### config.mk
export PLATFORM = sky130hd
export DESIGN_NAME = message_commit_ring_buffer_unit
export DESIGN_NICKNAME = d
export VERILOG_FILES = /design/src/msgrb_pkg.sv /design/src/msgrb_datapath.sv /design/src/msgrb_ctrl.sv /design/src/message_commit_ring_buffer_unit.sv
export SDC_FILE = /design/constraint.sdc
export NUM_CORES = 1
export LEC_CHECK = 0
export BUFFER_PORTS_ARGS = -buffer_cell sky130_fd_sc_hd__buf_4
export CAP_MARGIN = 25
export CELL_PAD_IN_SITES_DETAIL_PLACEMENT = 0
export CELL_PAD_IN_SITES_GLOBAL_PLACEMENT = 1
export CORE_ASPECT_RATIO = 0.6
export CORE_MARGIN = 1.5
export CORE_UTILIZATION = 49
export DETAILED_ROUTE_END_ITERATION = 7
export GPL_ROUTABILITY_DRIVEN = 0
export PLACE_DENSITY = 0.93
export SETUP_SLACK_MARGIN = 0.4
export SLEW_MARGIN = 20
export SYNTH_ARGS = -nofsm -noshare
export SYNTH_HDL_FRONTEND = slang
export SYNTH_SLANG_ARGS = --single-unit
### constraint.sdc
create_clock -name aclk -period 11.5 [get_ports aclk]
set_input_delay 1.725 -clock aclk [delete_from_list [all_inputs] [get_ports aclk]]
set_output_delay 1.725 -clock aclk [all_outputs]
set_load 0.1 [all_outputs]
### src/msgrb_pkg.sv
// ----------------------------------------------------------------------------
// msgrb_pkg
// Shared codes, field widths and control types for the message commit ring
// buffer.
// ----------------------------------------------------------------------------
package msgrb_pkg;

    localparam int CMD_W    = 2;
    localparam int DATA_W   = 8;
    localparam int KIND_W   = 2;
    localparam int OFFSET_W = 10;
    localparam int LENGTH_W = 11;
    localparam int BYTES_W  = 10;

    // request commands
    localparam logic [CMD_W-1:0] CMD_APPEND = 2'd0;
    localparam logic [CMD_W-1:0] CMD_TICK   = 2'd1;
    localparam logic [CMD_W-1:0] CMD_DONE   = 2'd2;

    // result kinds
    localparam logic [KIND_W-1:0] RES_COMMIT = 2'd0;
    localparam logic [KIND_W-1:0] RES_REJECT = 2'd1;
    localparam logic [KIND_W-1:0] RES_CHUNK  = 2'd2;

    // state of the output register
    typedef enum logic [1:0] {
        ST_EMPTY = 2'b01,
        ST_FULL  = 2'b10
    } out_state_t;

    typedef struct packed {
        logic step;      // apply the accepted request to the ring state
        logic load_out;  // capture the result into the output register
    } dp_cmd_t;

    typedef struct packed {
        logic has_result; // the request on the input yields a result
    } dp_status_t;

endpackage

### src/msgrb_datapath.sv
// ----------------------------------------------------------------------------
// msgrb_datapath
// Ring positions, message bookkeeping, byte store and result register.
// ----------------------------------------------------------------------------
module msgrb_datapath #(
    parameter int BUFFER_DEPTH = 1024
) (
    input  logic                            aclk,
    input  logic                            aresetn,
    input  msgrb_pkg::dp_cmd_t              cmd,
    output msgrb_pkg::dp_status_t           status,
    input  logic [msgrb_pkg::CMD_W-1:0]     in_command,
    input  logic [msgrb_pkg::DATA_W-1:0]    in_data_byte,
    input  logic                            in_last_of_message,
    input  logic                            in_link_ready,
    output logic [msgrb_pkg::KIND_W-1:0]    out_result_kind,
    output logic [msgrb_pkg::OFFSET_W-1:0]  out_chunk_offset,
    output logic [msgrb_pkg::LENGTH_W-1:0]  out_chunk_length,
    output logic [msgrb_pkg::BYTES_W-1:0]   out_message_bytes
);
    import msgrb_pkg::*;

    localparam int AW = $clog2(BUFFER_DEPTH);
    localparam int LW = AW + 1;
    localparam logic [LW-1:0] DEPTH_W = LW'(BUFFER_DEPTH);

    logic [DATA_W-1:0] byte_store [BUFFER_DEPTH];

    logic [AW-1:0] read_pos_reg,   read_pos_next;
    logic [AW-1:0] commit_pos_reg, commit_pos_next;
    logic [AW-1:0] pend_pos_reg,   pend_pos_next;
    logic [AW-1:0] snap_reg,       snap_next;
    logic [AW-1:0] count_reg,      count_next;
    logic          open_reg,       open_next;
    logic          overran_reg,    overran_next;
    logic          busy_reg,       busy_next;

    logic [KIND_W-1:0]   kind_reg,   kind_next;
    logic [OFFSET_W-1:0] offset_reg, offset_next;
    logic [LENGTH_W-1:0] length_reg, length_next;
    logic [BYTES_W-1:0]  bytes_reg,  bytes_next;

    logic          is_append, is_tick, is_done;
    logic [AW-1:0] pend_base, snap_base, cnt_base;
    logic          ovr_base;
    logic [LW-1:0] pend_inc;
    logic [AW-1:0] pend_wrap;
    logic          ring_full, take_byte;
    logic [AW-1:0] pend_after, cnt_after;
    logic          ovr_after;
    logic          tick_ok, read_ahead;
    logic [LW-1:0] chunk_len;
    logic [31:0]   cnt_wide, read_wide, len_wide;

    assign is_append = (in_command == CMD_APPEND);
    assign is_tick   = (in_command == CMD_TICK);
    assign is_done   = (in_command == CMD_DONE);

    // open a fresh message from the committed state when none is open
    assign pend_base = open_reg ? pend_pos_reg : commit_pos_reg;
    assign snap_base = open_reg ? snap_reg : read_pos_reg;
    assign ovr_base  = open_reg & overran_reg;
    assign cnt_base  = open_reg ? count_reg : '0;

    assign pend_inc  = {1'b0, pend_base} + LW'(1);
    assign pend_wrap = (pend_inc >= DEPTH_W) ? '0 : pend_inc[AW-1:0];
    assign ring_full = (pend_wrap == snap_base);
    assign take_byte = !ovr_base && !ring_full;

    assign pend_after = take_byte ? pend_wrap : pend_base;
    assign cnt_after  = take_byte ? cnt_base + AW'(1) : cnt_base;
    assign ovr_after  = ovr_base | ring_full;

    assign read_ahead = (read_pos_reg > commit_pos_reg);
    assign tick_ok    = (read_pos_reg != commit_pos_reg) && !busy_reg && in_link_ready;
    // send up to the committed position, or up to the buffer end on wrap
    assign chunk_len  = read_ahead ? DEPTH_W - {1'b0, read_pos_reg}
                                   : {1'b0, commit_pos_reg} - {1'b0, read_pos_reg};

    assign cnt_wide  = 32'(cnt_after);
    assign read_wide = 32'(read_pos_reg);
    assign len_wide  = 32'(chunk_len);

    assign status.has_result = (is_append && in_last_of_message) || (is_tick && tick_ok);

    always_comb begin
        read_pos_next   = read_pos_reg;
        commit_pos_next = commit_pos_reg;
        pend_pos_next   = pend_pos_reg;
        snap_next       = snap_reg;
        count_next      = count_reg;
        open_next       = open_reg;
        overran_next    = overran_reg;
        busy_next       = busy_reg;
        kind_next       = RES_COMMIT;
        offset_next     = '0;
        length_next     = '0;
        bytes_next      = '0;

        if (is_append) begin
            snap_next = snap_base;
            if (in_last_of_message) begin
                open_next    = 1'b0;
                overran_next = 1'b0;
                count_next   = '0;
                if (ovr_after) begin
                    // roll back the whole message
                    pend_pos_next = commit_pos_reg;
                    kind_next     = RES_REJECT;
                end else begin
                    pend_pos_next   = pend_after;
                    commit_pos_next = pend_after;
                    kind_next       = RES_COMMIT;
                    bytes_next      = cnt_wide[BYTES_W-1:0];
                end
            end else begin
                open_next     = 1'b1;
                overran_next  = ovr_after;
                pend_pos_next = pend_after;
                count_next    = cnt_after;
            end
        end else if (is_tick) begin
            if (tick_ok) begin
                busy_next     = 1'b1;
                read_pos_next = read_ahead ? '0 : commit_pos_reg;
                kind_next     = RES_CHUNK;
                offset_next   = read_wide[OFFSET_W-1:0];
                length_next   = len_wide[LENGTH_W-1:0];
            end
        end else if (is_done) begin
            busy_next = 1'b0;
        end
    end

    always_ff @(posedge aclk) begin
        if (!aresetn) begin
            read_pos_reg   <= '0;
            commit_pos_reg <= '0;
            pend_pos_reg   <= '0;
            snap_reg       <= '0;
            count_reg      <= '0;
            open_reg       <= 1'b0;
            overran_reg    <= 1'b0;
            busy_reg       <= 1'b0;
        end else if (cmd.step) begin
            read_pos_reg   <= read_pos_next;
            commit_pos_reg <= commit_pos_next;
            pend_pos_reg   <= pend_pos_next;
            snap_reg       <= snap_next;
            count_reg      <= count_next;
            open_reg       <= open_next;
            overran_reg    <= overran_next;
            busy_reg       <= busy_next;
        end
    end

    always_ff @(posedge aclk) begin
        if (cmd.load_out) begin
            kind_reg   <= kind_next;
            offset_reg <= offset_next;
            length_reg <= length_next;
            bytes_reg  <= bytes_next;
        end
    end

    always_ff @(posedge aclk) begin
        if (cmd.step && is_append && take_byte) begin
            byte_store[pend_base] <= in_data_byte;
        end
    end

    assign out_result_kind   = kind_reg;
    assign out_chunk_offset  = offset_reg;
    assign out_chunk_length  = length_reg;
    assign out_message_bytes = bytes_reg;

    a_closed_pending_at_commit: assert property (@(posedge aclk) disable iff (!aresetn)
        !open_reg |-> (pend_pos_reg == commit_pos_reg))
        else $error("pending position differs from committed with no open message");

    a_overrun_only_open: assert property (@(posedge aclk) disable iff (!aresetn)
        overran_reg |-> open_reg)
        else $error("overrun flag set outside an open message");

    a_chunk_sets_busy: assert property (@(posedge aclk) disable iff (!aresetn)
        (cmd.step && is_tick && tick_ok) |=> busy_reg)
        else $error("sent chunk did not mark the transfer busy");

    a_chunk_not_empty: assert property (@(posedge aclk) disable iff (!aresetn)
        (cmd.load_out && is_tick) |-> (chunk_len != '0))
        else $error("zero-length chunk sent");

endmodule

### src/msgrb_ctrl.sv
// ----------------------------------------------------------------------------
// msgrb_ctrl
// Handshake controller: tracks the output register and steps the datapath.
// ----------------------------------------------------------------------------
module msgrb_ctrl (
    input  logic                  aclk,
    input  logic                  aresetn,
    input  logic                  s_valid,
    output logic                  s_ready,
    output logic                  m_valid,
    input  logic                  m_ready,
    input  msgrb_pkg::dp_status_t status,
    output msgrb_pkg::dp_cmd_t    cmd
);
    import msgrb_pkg::*;

    out_state_t state_reg, state_next;
    logic       accept;

    // take a request when the output register is free or being drained
    assign s_ready = (state_reg == ST_EMPTY) || m_ready;
    assign m_valid = (state_reg == ST_FULL);
    assign accept  = s_valid && s_ready;

    assign cmd.step     = accept;
    assign cmd.load_out = accept && status.has_result;

    always_comb begin
        state_next = state_reg;
        unique case (state_reg)
            ST_EMPTY: begin
                if (accept && status.has_result) state_next = ST_FULL;
            end
            ST_FULL: begin
                if (accept && status.has_result) state_next = ST_FULL;
                else if (m_ready)                state_next = ST_EMPTY;
            end
            default: state_next = ST_EMPTY;
        endcase
    end

    always_ff @(posedge aclk) begin
        if (!aresetn) begin
            state_reg <= ST_EMPTY;
        end else begin
            state_reg <= state_next;
        end
    end

endmodule

### src/message_commit_ring_buffer_unit.sv
// ----------------------------------------------------------------------------
// message_commit_ring_buffer_unit
// Byte ring buffer with whole-message commit and chunked draining.
// ----------------------------------------------------------------------------
// Usage:
//   The s_ channel carries one request per handshake: append a byte (with a
//   last-of-message flag), a frame tick (with the link's readiness) or a
//   transmit-done event. Appends build a message that is committed on its
//   last byte, or rolled back if the ring overran while it was open. A tick
//   that finds committed data, no busy transfer and a ready link sends one
//   contiguous chunk; transmit-done clears busy.
//   The m_ channel returns at most one result per request: committed (with
//   the message length), rejected, or chunk sent (offset and length).
//   Latency: a result is presented the cycle after its request is taken.
//   Throughput: one request per cycle while the receiver does not stall, set
//   by the update of the ring positions and one byte-store write port.
//   Reset clears all positions, the open message and busy flag, and drops
//   any held result; the byte store is not cleared.
//   While the receiver stalls, the result is held and further requests wait.
// ----------------------------------------------------------------------------
module message_commit_ring_buffer_unit #(
    parameter int BUFFER_DEPTH = 1024
) (
    input  logic                            aclk,
    input  logic                            aresetn,
    input  logic                            s_valid,
    output logic                            s_ready,
    input  logic [msgrb_pkg::CMD_W-1:0]     s_command,
    input  logic [msgrb_pkg::DATA_W-1:0]    s_data_byte,
    input  logic                            s_last_of_message,
    input  logic                            s_link_ready,
    output logic                            m_valid,
    input  logic                            m_ready,
    output logic [msgrb_pkg::KIND_W-1:0]    m_result_kind,
    output logic [msgrb_pkg::OFFSET_W-1:0]  m_chunk_offset,
    output logic [msgrb_pkg::LENGTH_W-1:0]  m_chunk_length,
    output logic [msgrb_pkg::BYTES_W-1:0]   m_message_bytes
);
    import msgrb_pkg::*;

    dp_cmd_t    dp_cmd;
    dp_status_t dp_status;

    msgrb_ctrl u_ctrl (
        .aclk    (aclk),
        .aresetn (aresetn),
        .s_valid (s_valid),
        .s_ready (s_ready),
        .m_valid (m_valid),
        .m_ready (m_ready),
        .status  (dp_status),
        .cmd     (dp_cmd)
    );

    msgrb_datapath #(
        .BUFFER_DEPTH (BUFFER_DEPTH)
    ) u_datapath (
        .aclk               (aclk),
        .aresetn            (aresetn),
        .cmd                (dp_cmd),
        .status             (dp_status),
        .in_command         (s_command),
        .in_data_byte       (s_data_byte),
        .in_last_of_message (s_last_of_message),
        .in_link_ready      (s_link_ready),
        .out_result_kind    (m_result_kind),
        .out_chunk_offset   (m_chunk_offset),
        .out_chunk_length   (m_chunk_length),
        .out_message_bytes  (m_message_bytes)
    );

endmodule

# Word-level counts from Yosys, hierarchy flattened
# Index checks and enable logic that the tools add are counted.
dict set report totals {
  ff_bits 88
  output_inout_bits 35
  wordCells 80
}
dict set report op_classes {
  add_sub_neg 4
  n_lt_le_gt_ge 2
  n_eq_ne 9
  muxes 25
  n_bitwise 6
  n_reduce_logical 21
}
# cell count
set op_table {}
lappend op_table {{two-way mux 10 bit} 10}
lappend op_table {{two-way mux 2 bit} 7}
lappend op_table {{adder 10 x 1 -> 11 bit (second input constant)} 1}
lappend op_table {{greater-or-equal comparator 11 bit (second input constant)} 1}
lappend op_table {{two-way mux 11 bit} 1}
lappend op_table {{subtractor 10 x 10 -> 11 bit} 1}
lappend op_table {{subtractor 11 x 10 -> 11 bit (first input constant)} 1}
lappend op_table {{adder 10 x 1 -> 10 bit (second input constant)} 1}
lappend op_table {{== test 10 bit} 1}
lappend op_table {{> comparator 10 bit} 1}
lappend op_table {{inequality test 10 bit} 1}
lappend op_table {{AND reduction 4 bit} 2}
lappend op_table {{logical AND 1 bit} 7}
lappend op_table {{two-way mux 1 bit} 6}
lappend op_table {{OR reduction 3 bit} 2}
lappend op_table {{== test 2 x 1 -> 1 bit (second input constant)} 2}
lappend op_table {{== test 2 bit (second input constant)} 2}
lappend op_table {{inequality test 2 bit (second input constant)} 2}
lappend op_table {{NOT 1 bit} 4}
lappend op_table {{one-hot mux 2 bit (2 select lines)} 1}
lappend op_table {{AND reduction 2 bit} 2}
lappend op_table {{zero test 1 bit} 3}
lappend op_table {{inequality test 3 x 1 -> 1 bit (second input constant)} 1}
lappend op_table {{AND reduction 3 bit} 1}
lappend op_table {{5 further kinds} 6}

# Depth between registers and ports, before layout
# Gate-level depths: netlist of run 1.
dict set report depth {
  ltp_word 10
  depth_mapped 20
}

# Cells and area by module
# From an unflattened synthesis of run 1, not the netlist that was laid out.
dict set report unflattened {
  cells_unflattened 658
  area_unflattened_um2 5699.2
}
# module instances cells_each area_per_inst_um2 seq_area_each_um2
set by_module_without_submodules {}
lappend by_module_without_submodules {msgrb_datapath 1 635 5521.5 2052.0}
lappend by_module_without_submodules {msgrb_ctrl 1 23 177.7 40.0}

# Worst setup path before layout of run 1
# No wires, ideal clock.
dict set report synth_timing {
  path_kind {input -> register}
  start {input port m_ready}
  end {register u_ctrl.state_reg[1]}
  setup_time_ns 0.120
  arrival_time_ns 4.297
  t_required_ns 11.380
  slack_ns 7.084
  path_stages 7
  path_buffers 0
  path_cell_list {or2_1 nand2_1 nor3_1 nand2_1 nand2_1 nor2_1 a2111oi_0}
}
# element line
set synth_lines {}
lappend synth_lines {{from (decl)} message_commit_ring_buffer_unit.sv:33} ;# input logic m_ready,
lappend synth_lines {{to (signal assigned)} msgrb_ctrl.sv:46} ;# state_reg <= state_next;
lappend synth_lines {{to (decl)} msgrb_ctrl.sv:17} ;# out_state_t state_reg, state_next;

# Worst setup path after layout of run 1
dict set report layout_timing {
  start {register u_datapath.open_reg}
  end {register u_datapath.pend_pos_reg[7]}
}
dict set report layout_via {
  elab_chain_len 10
  word_cells_on_any_way 14
  classes_between {add/sub: 1; order compare: 1; eq/ne: 1; mux: 6; bitwise: 2; reduce/logical: 3}
}
# element line
set layout_lines {}
lappend layout_lines {{from (decl)} msgrb_datapath.sv:34} ;# logic open_reg, open_next;
lappend layout_lines {{from (signal assigned)} msgrb_datapath.sv:151} ;# open_reg <= open_next;
lappend layout_lines {{two-way mux 10 bit} msgrb_datapath.sv:60} ;# assign pend_base = open_reg ? pend_pos_reg : commit_pos_reg;
lappend layout_lines {{adder 10 x 1 -> 11 bit} msgrb_datapath.sv:65} ;# assign pend_inc = {1'b0, pend_base} + LW'(1);
lappend layout_lines {{greater-or-equal comparator 11 bit} msgrb_datapath.sv:66} ;# assign pend_wrap = (pend_inc >= DEPTH_W) ? '0 : pend_inc[AW-1:0];
lappend layout_lines {{two-way mux 10 bit} msgrb_datapath.sv:66}
lappend layout_lines {{== test 10 bit} msgrb_datapath.sv:67} ;# assign ring_full = (pend_wrap == snap_base);
lappend layout_lines {{zero test 1 bit} msgrb_datapath.sv:68} ;# assign take_byte = !ovr_base && !ring_full;
lappend layout_lines {{logical AND 1 bit} msgrb_datapath.sv:68}
lappend layout_lines {{two-way mux 10 bit} msgrb_datapath.sv:70} ;# assign pend_after = take_byte ? pend_wrap : pend_base;
lappend layout_lines {{two-way mux 10 bit} msgrb_datapath.sv:106} ;# if (ovr_after) begin
lappend layout_lines {{two-way mux 10 bit (*)} msgrb_datapath.sv:102} ;# if (in_last_of_message) begin
lappend layout_lines {{to (signal assigned)} msgrb_datapath.sv:148} ;# pend_pos_reg <= pend_pos_next;
lappend layout_lines {{to (decl)} msgrb_datapath.sv:31} ;# logic [AW-1:0] pend_pos_reg, pend_pos_next;
# Every way passes the cells marked *; elsewhere a longest branch is shown, timed or not.
# A chain may end at the register's enable or synchronous reset.

==> metrics, run 1 <==
min Tclk post-route 5.15 ns; number of flops mapped to enable cells by yosys 33; Final Hold Viols 0; Iter 0 DRT Violations 814; Synthesized Nets 674; Top FF cell, synth dfxtp_1; global route overflow 0; most used cell along the critical path nand4_2; Rows 29; Area Growth Syn to Fin 11.5%; fin util 57.6%; Clock Skew 0.00930 ns; mapped cell area 5590 um^2; total number of vias 5222; CP max stage cell a222oi_1; post-CTS sizing 0; clock buffer depth 2; CP endpoint kind flop; largest cells by area after synthesis dfxtp_1 20%, edfxtp_1 18%, a21oi_1 5.0%, nand2_1 3.8%, xnor2_1 3.4%; Top Ports 51; Yosys warnings 0; ratio of cells with drive above 1 in the final layout 13.4%; drt pass-1 iters 5; status finished clean; clock root buffer master clkbuf_16; max incr delay on CP 0.95 ns; largest net degree at the start of global routing 70; input/output buffers 42; Post-synth top cells 56 x a21oi_1, 56 x nand2_1, 55 x dfxtp_1; area share of the largest cell type after synthesis 19.7%; CP Data Arrival Time 5.39 ns; fmax 0.194 GHz; final WL 15900 um; sequential element share of the synthesized area 37.5%; Post-synth ARST share 0%; r2r setup slk 6.35 ns; crit path kind flop to flop; CP Cell Sequence buf_4 > o21ai_0 > ha_1 > nand4_2 > a222oi_1 > xnor2_1 > o311a_1 > nand4_2 > o21ai_4 > buf_16 > mux2_2 > o221a_2; Final Max Slew Viols 0; Worst Path Max Fanout 69; Sink Count 88; DRC Markers 0; Avg Vias per Cell 6.51; Post-Synthesis Cells 642; clk slew on worst S/H paths 0.06 ns; Final Setup Violations 0; synth unique cells 75; unrepaired setup endpoints after global routing no; routed len/inst 19.9 um; max FFs per register 11; DIE WIDTH 141 um; pwr/cell area 111 nW/um^2; Avg Inst Size Synth 8.70 um^2; # Post-CTS Setup Buffers 0; Least-Margin Pin Slew 1.01 ns; Synth Register Bits 88; Initial Util 51.7%; cts bufs inserted 9; Worst Hold Class flop to flop; leading area contributor after synthesis dfxtp_1; largest vdd supply drop 0.0823 mV; H-tree levels 3; die extent in y 85.7 um; die area 12100 um^2; Worst slew margin 32.6%; first-pass GRT wire length 26200 um; worst endpoint required time 11.74 ns; diode count 0; period utilization 44.8%; nets@finish 690; Max Cap Viol 0; Placeable Area 10800 um^2; Leakage 2.24 nW; vias in the first global route 4934; Final ANT Viol Nets 0; initial antenna violation count 0; Tot GR Track Use 27.7%; CTS Hold Bufs 0; setup TNS 0 ns; Detailed Place HPWL 11200 um; Clock Latency Late Sink 0.35 ns; CP Launch Type flop; CTS tree done
final cells by class:
type	instances	area (um^2)
clock buffers	11	243
clock inverters	5	56.3
fillers	984	4580
inverters	26	100
multi-input cells	483	3170
flip-flops and latches	88	2090
well taps	139	174
repair buffers	50	395
cell families (layout without fill, tap and decap cells):
logic type      after synthesis  in the layout  synth area share, %
flops                        88             88                 37.5
simple gates                225            225                 20.8
fa+ha+maj                    16             16                 3.72
xor+xnor                     32             32                 5.26
compound gates              187            187                 22.5
buf+inv                      71             92                 5.91
mux                          23             23                 4.32
where the power goes:
part	total, W	internal [W]	switching, W
Clock	0.000300	0.000174	0.000126
Sequential	0.000331	0.000327	0.00000425
Combinational	0.0000632	0.0000172	0.0000460
Total	0.000694	0.000518	0.000176
final timing paths:
kind | start | to | cells past startpoint
max reg2reg | u_datapath.open_reg | u_datapath.pend_pos_reg[7] | 12
min | u_datapath.busy_reg | u_datapath.busy_reg | 2
min reg2reg | u_datapath.busy_reg | u_datapath.busy_reg | 2
max | u_datapath.open_reg | u_datapath.pend_pos_reg[7] | 12
layer usage:
layer / up-vias / global-route usage [%] / routed length, um
met4: 0 / 5.68 / 111
met5: - / 0 / 0
met3: 16 / 7.59 / 2000
li1: 2419 / - / -
met1: 2501 / 43.4 / 7580
met2: 286 / 37.2 / 6240
cells in the final DEF, fill, tap and decap left out, types with 7 or more instances in the layout:
cell / instances
xor2_1: 9
a21oi_1: 56
xnor2_1: 22
buf_4: 49
nor2_1: 47
clkbuf_16: 9
nand4_1: 19
and2_1: 8
ha_1: 15
or3_1: 11
dfxtp_1: 54
mux2i_1: 16
o31ai_1: 9
a31oi_1: 7
edfxtp_1: 33
o311ai_0: 11
a21o_1: 8
o211ai_1: 8
nand2_1: 56
nand3_1: 33
a211oi_1: 11
o21ai_0: 36
nor3_1: 11
inv_1: 24
critical path, delay by kind of cell, from the launching register on:
kind / cells / cell delay (ns)
compound gates: 5 / 2.66
xor+xnor: 1 / 0.20
fa+ha+maj: 1 / 0.49
buf+inv: 2 / 0.57
flops: 1 / 0.31
mux: 1 / 0.34
simple gates: 2 / 0.44
stage by stage:
stage | hold slack, ns | setup WS (ns) | instance area, um^2 | instances | total power (W)
4_1_cts | 0.485 | 6.28 | 6200 | 801 | 0.000695
3_5_place_dp | 0.471 | 6.30 | 5900 | 785 | 0.000399
5_1_grt | 0.505 | 5.98 | 6230 | 802 | 0.000714
3_3_place_gp | 0.456 | 6.36 | 5900 | 785 | 0.000397
2_1_floorplan | 0.444 | 7.08 | 5590 | 642 | 0.000384
6_report | 0.486 | 6.35 | 6230 | 802 | 0.000694
No activity file was read; power rests on OpenSTA's default activity.
==> inputs of run 2 (changes only) <==
--- a/config.mk
+++ b/config.mk
@@ -5,16 +5,17 @@
 export SDC_FILE = /design/constraint.sdc
 export NUM_CORES = 1
 export LEC_CHECK = 0
+export ABC_AREA = 1
 export BUFFER_PORTS_ARGS = -buffer_cell sky130_fd_sc_hd__buf_4
 export CAP_MARGIN = 25
 export CELL_PAD_IN_SITES_DETAIL_PLACEMENT = 0
 export CELL_PAD_IN_SITES_GLOBAL_PLACEMENT = 1
 export CORE_ASPECT_RATIO = 0.6
 export CORE_MARGIN = 1.5
-export CORE_UTILIZATION = 49
+export CORE_UTILIZATION = 40
 export DETAILED_ROUTE_END_ITERATION = 7
 export GPL_ROUTABILITY_DRIVEN = 0
-export PLACE_DENSITY = 0.93
+export PLACE_DENSITY = 0.85
 export SETUP_SLACK_MARGIN = 0.4
 export SLEW_MARGIN = 20
 export SYNTH_ARGS = -nofsm -noshare
==> constraint.sdc (replaced) <==
create_clock -name aclk -period 4.6 [get_ports aclk]
set_input_delay 0.69 -clock aclk [delete_from_list [all_inputs] [get_ports aclk]]
set_output_delay 0.69 -clock aclk [all_outputs]
set_load 0.1 [all_outputs]
==> run 2 against run 1 <==
Effect of this change: worst hold slack got worse by 0.037 ns; sequential share of layout area is 0.44 points higher; worst setup slack got worse by 5.2 ns; critical path depth up 4; die area up 19%; wire length shrank 8.3%; clock skew shrank 0.0011 ns; critical endpoint is now u_datapath.commit_pos_reg[0]; highest routed layer unchanged.
==> metrics, run 2 <==
Final ANT Viol Nets 0 (unchanged); Worst Hold Class flop to flop; crit path kind flop to flop; most common cell after layout, fill and taps aside nand2_1; Avg Vias per Cell 5.24 (-20%); first-pass GRT wire length 24100 um (-7.9%); area share of the largest cell type after synthesis 20.2% (+0.44 points); Post-Synth XOR/XNOR Area 3.37% (-1.9 points); status finished clean; reg2reg path depth 16 (+4); mapped cell area 5460 um^2 (-2.2%); Placed Cells 913 (+16%); post-CTS sizing 0 (unchanged); Top FF cell, synth dfxtp_1; input/output buffers 42 (unchanged); Post-synth top cells 161 x nand2_1, 85 x inv_1, 71 x nor2_1; nets@finish 787 (+14%); min Tclk post-route 3.49 ns (-1.66 ns); largest net degree at the start of global routing 33 (-53%); synth unique cells 43 (-43%); commonest non-fill, non-tap cells in the layout 161 x nand2_1, 85 x inv_1, 71 x nor2_1, 58 x a21oi_1, 57 x o21ai_0; CP max stage cell dfxtp_1; Worst Path Max Fanout 32 (-54%); Final Setup Violations 0 (unchanged); CP Launch Type flop; Post-synth ARST share 0% (unchanged); worst endpoint required time 4.83 ns (-6.91 ns); Final Max Slew Viols 0 (unchanged); CP Cell Sequence buf_4 > nand2_1 > nand2_4 > nand2_1 > nor2_4 > nand3_1 > nand2_1 > nand2_1 > nand2_1 > inv_2 > nand3_4 > nand2_8 > nor2_4 > nand2_1 > nand2_1 > a21oi_1; fmax 0.287 GHz (+48%); H-tree levels 3 (unchanged); Synth Area in Compound Gates 15.2% (-7.3 points); most frequent cell after synthesis nand2_1; Post-Synthesis Cells 722 (+12%); Non-Filler Instances 930 (+16%); routed len/inst 15.7 um (-21%); Rows 32 (+10%); reg2reg start u_datapath.open_reg; setup TNS 0 ns (unchanged); largest vdd supply drop 0.196 mV (+140%); worst setup slack after layout 1.11 ns (-5.24 ns); Leakage 2.68 nW (+20%); multiplexer area fraction after synthesis 0% (-4.3 points); Yosys warnings 0 (unchanged); largest family of logic cells by synthesized area simple AND/OR/NAND/NOR gates; Top Ports 51 (unchanged); adder-cell share of the synthesized area 3.80% (+0.083 points); hold endpoint u_datapath.snap_reg[2]; Clock Skew 0.00819 ns (-0.00111 ns); Tot GR Track Use 21.8% (-5.9 points); post-route cell area 6150 um^2 (-1.3%); pwr/cell area 376 nW/um^2 (+240%); Placeable Area 13100 um^2 (+21%); CP Data Arrival Time 3.72 ns (-1.67 ns); Synth Register Bits 88 (unchanged); Synthesized Nets 754 (+12%); ratio of cells with drive above 1 in the final layout 15.9% (+2.5 points); Max Cap Viol 0 (unchanged); Sink Count 88 (unchanged); Simple-Gate Fraction of Synth Area 29.4% (+8.6 points); largest cells by area after synthesis dfxtp_1 20%, edfxtp_1 18%, nand2_1 11%, inv_1 5.8%, a21oi_1 5.3%; fillers 1277 (+30%); Least-Margin Pin Slew 0.705 ns (-0.306 ns); Avg Inst Size Synth 7.57 um^2 (-13%); die extent in y 93.5 um (+9.1%); sequential element share of the synthesized area 38.3% (+0.84 points); clock buffer depth 2 (unchanged); initial antenna violation count 0 (unchanged); diode count 0 (unchanged); die area 14400 um^2 (+19%); total number of vias 4871 (-6.7%); cts bufs inserted 9 (unchanged); Initial Util 41.7% (-9.9 points); dpl ws 1.10 ns (-5.20 ns); Final Hold Viols 0 (unchanged); Area Growth Syn to Fin 12.5%; Clock Latency Late Sink 0.35 ns (about the same); hold wc startpoint u_datapath.snap_reg[2]; DIE WIDTH 154 um (+9.3%); global route overflow 0 (unchanged); number of flops mapped to enable cells by yosys 33 (unchanged); unrepaired setup endpoints after global routing no; Detailed Place HPWL 10400 um (-6.9%); Iter 0 DRT Violations 488 (-40%); clock root buffer master clkbuf_16; max incr delay on CP 0.69 ns (-0.26 ns); DRC Markers 0 (unchanged); Hold Slack 0.449 ns (-0.0374 ns); period utilization 75.8% (+31 points); r2r setup slk 1.11 ns (-5.24 ns); vias in the first global route 4516 (-8.5%); Worst slew margin 52.9% (+20 points); dpl cell area 5840 um^2 (-1.0%); CTS tree done; max FFs per register 11 (unchanged); most used cell along the critical path nand2_1; CTS Hold Bufs 0 (unchanged); final WL 14600 um (-8.3%); RR Endpoint u_datapath.commit_pos_reg[0]; WHS Path Cells 2 (unchanged); clk slew on worst S/H paths 0.06 ns (about the same); leading area contributor after synthesis dfxtp_1; CP endpoint kind flop; drt pass-1 iters 5 (unchanged); # Post-CTS Setup Buffers 0 (unchanged)
-- run 2: cell types whose count changed after synthesis, sizes merged, moves of 11 or more --
| cell | before | now |
|---|---|---|
| o21ai | 43 | 64 |
| inv | 25 | 89 |
| mux2i | 17 | 0 |
| nand2 | 56 | 192 |
| nand4 | 21 | 8 |
| or3 | 11 | 0 |
| xnor2 | 22 | 3 |
| clkbuf | 31 | 10 |
| nor2 | 47 | 78 |
| o311ai | 11 | 0 |
-- run 2: how the worst max path moves through the flow --
| stage | from | to | slack (ns) |
|---|---|---|---|
| 3_5_place_dp | u_datapath.open_reg | u_datapath.out_message_bytes[4] | 1.10 |
| 4_1_cts | u_datapath.open_reg | u_datapath.out_message_bytes[7] | 1.08 |
| 3_3_place_gp | u_datapath.open_reg | u_datapath.out_message_bytes[7] | 1.13 |
| 6_report | u_datapath.open_reg | u_datapath.commit_pos_reg[0] | 1.11 |
| 2_1_floorplan | m_ready | u_ctrl.state_reg[0] | 1.13 |
| 5_1_grt | u_datapath.open_reg | u_datapath.out_message_bytes[7] | 0.79 |
-- run 2: layout make-up --
class	instances	area, um^2	share of cell area (%)
Clock buffer	9	225	3.66
Clock inverter	7	68.8	1.12
Inverter	89	337	5.48
Multi-Input combinational cell	517	2830	46.0
Sequential cell	88	2090	34.0
Tap cell	170	213	3.46
Timing Repair Buffer	50	383	6.23
-- run 2: cell families after synthesis --
| family | after synthesis |
|---|---|
| adders and majority gates | 16 |
| xor gates and xnor gates | 21 |
| and+or+nand+nor | 330 |
| buffers and inverters | 117 |
| AOI/OAI and AO/OA | 150 |
| DFF | 88 |
-- run 2: routing by layer --
layer / vias to the layer above / track usage (%) / wire, um
met3: 15 / 4.31 / 1150
met1: 2249 / 33.6 / 7510
li1: 2434 / - / -
met5: - / 0 / 0
met4: 0 / 5.10 / 156
met2: 173 / 30.4 / 5800
-- run 2: through the flow --
| stage | total power, W | util, % |
|---|---|---|
| after floorplan | 0.00143 | - |
| after global placement | 0.00156 | 44.5 |
| after detailed placement | 0.00157 | 44.6 |
| after CTS | 0.00232 | 46.9 |
| after global routing | 0.00242 | 46.9 |
| final | 0.00231 | 46.9 |
-- run 2: where the power goes --
part | switching, W | internal [W] | total (W)
Clock | 0.000326 | 0.000421 | 0.000747
Combinational | 0.000496 | 0.000177 | 0.000673
Sequential | 0.0000343 | 0.000857 | 0.000892
-- run 2: critical path, delay by kind of cell (launching register included) --
family	cells	cell delay, ns
AND/OR/NAND/NOR	13	2.13
flip-flops	1	0.69
buffers and inverters	2	0.47
AO/OA/AOI/OAI	1	0.05
==> inputs of run 3 (changes only) <==
--- a/config.mk
+++ b/config.mk
@@ -12,10 +12,10 @@
 export CELL_PAD_IN_SITES_GLOBAL_PLACEMENT = 1
 export CORE_ASPECT_RATIO = 0.6
 export CORE_MARGIN = 1.5
-export CORE_UTILIZATION = 40
+export CORE_UTILIZATION = 44
 export DETAILED_ROUTE_END_ITERATION = 7
 export GPL_ROUTABILITY_DRIVEN = 0
-export PLACE_DENSITY = 0.85
+export PLACE_DENSITY = 0.88
 export SETUP_SLACK_MARGIN = 0.4
 export SLEW_MARGIN = 20
 export SYNTH_ARGS = -nofsm -noshare
==> constraint.sdc (replaced) <==
create_clock -name aclk -period 3.3 [get_ports aclk]
set_input_delay 0.495 -clock aclk [delete_from_list [all_inputs] [get_ports aclk]]
set_output_delay 0.495 -clock aclk [all_outputs]
set_load 0.1 [all_outputs]
==> run 3 against run 2 <==
Effect of this change: combinational power is 45% higher; non-clock buffer count is 13 higher; cell area is 2.7% higher; clock-buffer cell count stayed put; critical path type unchanged; largest cell class unchanged; critical endpoint is now u_datapath.out_message_bytes[1].
==> metrics, run 3 (same netlist as run 2, synthesis figures left out) <==
clock root buffer master clkbuf_16; fmax 0.365 GHz (+27%); CTS tree done; pwr/cell area 530 nW/um^2 (+41%); Tot GR Track Use 22.4% (+0.61 points); nets@finish 800 (+1.7%); Area Growth Syn to Fin 15.5%; Placed Cells 919 (+0.66%); Initial Util 45.3% (+3.6 points); switch share 35.6% (-1.4 points); largest vdd supply drop 0.289 mV (+47%); die area 13100 um^2 (-8.9%); clk slew on worst S/H paths 0.07 ns (about the same); status finished clean; drt pass-1 iters 5 (unchanged); Least-Margin Pin Slew 0.751 ns (+0.0456 ns); routed len/inst 15.0 um (-4.4%); Sequential Power Share 37.1% (-1.5 points); ratio of cells with drive above 1 in the final layout 18.1% (+2.2 points); Non-Filler Instances 938 (+0.86%); unrepaired setup endpoints after global routing yes; Worst Hold Class flop to flop; vias in the first global route 4306 (-4.7%); period utilization 83.1% (+7.3 points); commonest non-fill, non-tap cells in the layout 160 x nand2_1, 84 x inv_1, 71 x nor2_1, 60 x buf_4, 58 x a21oi_1; max FFs per register 11 (unchanged); diode count 0 (unchanged); DIE WIDTH 147 um (-4.6%); Psw 0.00119 W (+39%); Leakage 2.75 nW (+2.7%); Clock Skew 0.00786 ns (-0.000326 ns); Avg Vias per Cell 5.18 (-1.1%); Top Ports 51 (unchanged); Worst slew margin 49.9% (-3.0 points); Clock Latency Late Sink 0.35 ns (about the same); crit path kind flop to flop; Comb power frac 29.1% (about the same); worst endpoint required time 3.41 ns (-1.42 ns); CTS Hold Bufs 0 (unchanged); first-pass GRT wire length 22500 um (-6.9%); Placeable Area 12100 um^2 (-7.9%); die extent in y 89.3 um (-4.5%); largest net degree at the start of global routing 33 (unchanged); setup TNS 0 ns (unchanged); total number of vias 4857 (-0.29%); final WL 14100 um (-3.6%); DRC Markers 0 (unchanged); Final Setup Violations 0 (unchanged); Max Cap Viol 0 (unchanged); Rows 31 (-3.1%); clock buffer depth 2 (unchanged); initial antenna violation count 0 (unchanged); min Tclk post-route 2.74 ns (-0.745 ns); Sink Count 88 (unchanged); Worst Path Max Fanout 15 (-53%); input/output buffers 42 (unchanged); most common cell after layout, fill and taps aside nand2_1; Iter 0 DRT Violations 381 (-22%); clock power share 33.8% (+1.5 points); global route overflow 0 (unchanged); CP Launch Type flop; Detailed Place HPWL 10400 um (-0.71%); CP endpoint kind flop; Final ANT Viol Nets 0 (unchanged); CP Data Arrival Time 2.85 ns (-0.87 ns); Int Power 0.00215 W (+48%); H-tree levels 3 (unchanged); Final Hold Viols 0 (unchanged); Final Max Slew Viols 0 (unchanged); cts bufs inserted 9 (unchanged)
run 3: power groups by stage:
stage | registers [W] | clock network, W | logic [W]
2_1_floorplan | 0.00140 | 0 | 0.000597
3_3_place_gp | 0.00126 | 0 | 0.000940
3_5_place_dp | 0.00126 | 0 | 0.000952
4_1_cts | 0.00124 | 0.00115 | 0.000960
5_1_grt | 0.00125 | 0.00119 | 0.00106
6_report | 0.00124 | 0.00113 | 0.000973
run 3: path summary, 6_finish.rpt:
| kind | slack (ns) | from | endpoint | cells after the start |
|---|---|---|---|---|
| max | 0.56 | u_datapath.open_reg | u_datapath.out_message_bytes[1] | 18 |
| min | 0.45 | u_datapath.snap_reg[7] | u_datapath.snap_reg[7] | 2 |
| max reg2reg | 0.56 | u_datapath.open_reg | u_datapath.out_message_bytes[1] | 18 |
| min reg2reg | 0.45 | u_datapath.snap_reg[7] | u_datapath.snap_reg[7] | 2 |
run 3: metrics by stage:
stage	power [W]	area (um^2)	setup slack [ns]	hold WS (ns)	util, %
after floorplan	0.00200	5470	0.606	0.426	-
after global placement	0.00220	5910	0.174	0.437	49.0
after detailed placement	0.00221	5930	0.200	0.446	49.1
after CTS	0.00335	6260	0.348	0.455	51.9
after global routing	0.00350	6310	0.378	0.465	52.3
final	0.00334	6310	0.557	0.454	52.3
run 3: worst max-delay path: stages (launching register included):
cell	delay, ns
dfxtp_4	0.41
inv_6	0.15
nand2_1	0.09
nand2_2	0.14
ha_4	0.19
nand3_4	0.09
nor2_4	0.14
nand3_1	0.09
nand2_1	0.08
nand2_1	0.13
nand2_1	0.09
nand2_1	0.08
nor2_4	0.14
nand3_4	0.12
nand2_8	0.15
buf_6	0.20
nand2_1	0.08
nand2_1	0.08
nor2_1	0.05
run 3: cell type report:
class | instances | area [um^2]
repair buffers | 63 | 488
clock buffers | 9 | 225
fillers | 1122 | 5750
multi-input cells | 517 | 2850
clock inverters | 7 | 98.8
well taps | 165 | 206
inverters | 89 | 345
flip-flops and latches | 88 | 2100
run 3: timing repair:
item,in CTS,in global routing
setup endpoints to repair,41,44
hold endpoints to repair,0,0
resized for setup,2,9
pin swaps,0,1
setup buffers,0,3
run 3: layer usage:
layer	global-route usage, %	vias to the layer above	routed length (um)
met5	0	-	0
met1	34.2	2253	7320
li1	-	2453	-
met3	4.80	10	1130
met2	32.3	141	5540
met4	4.13	0	96
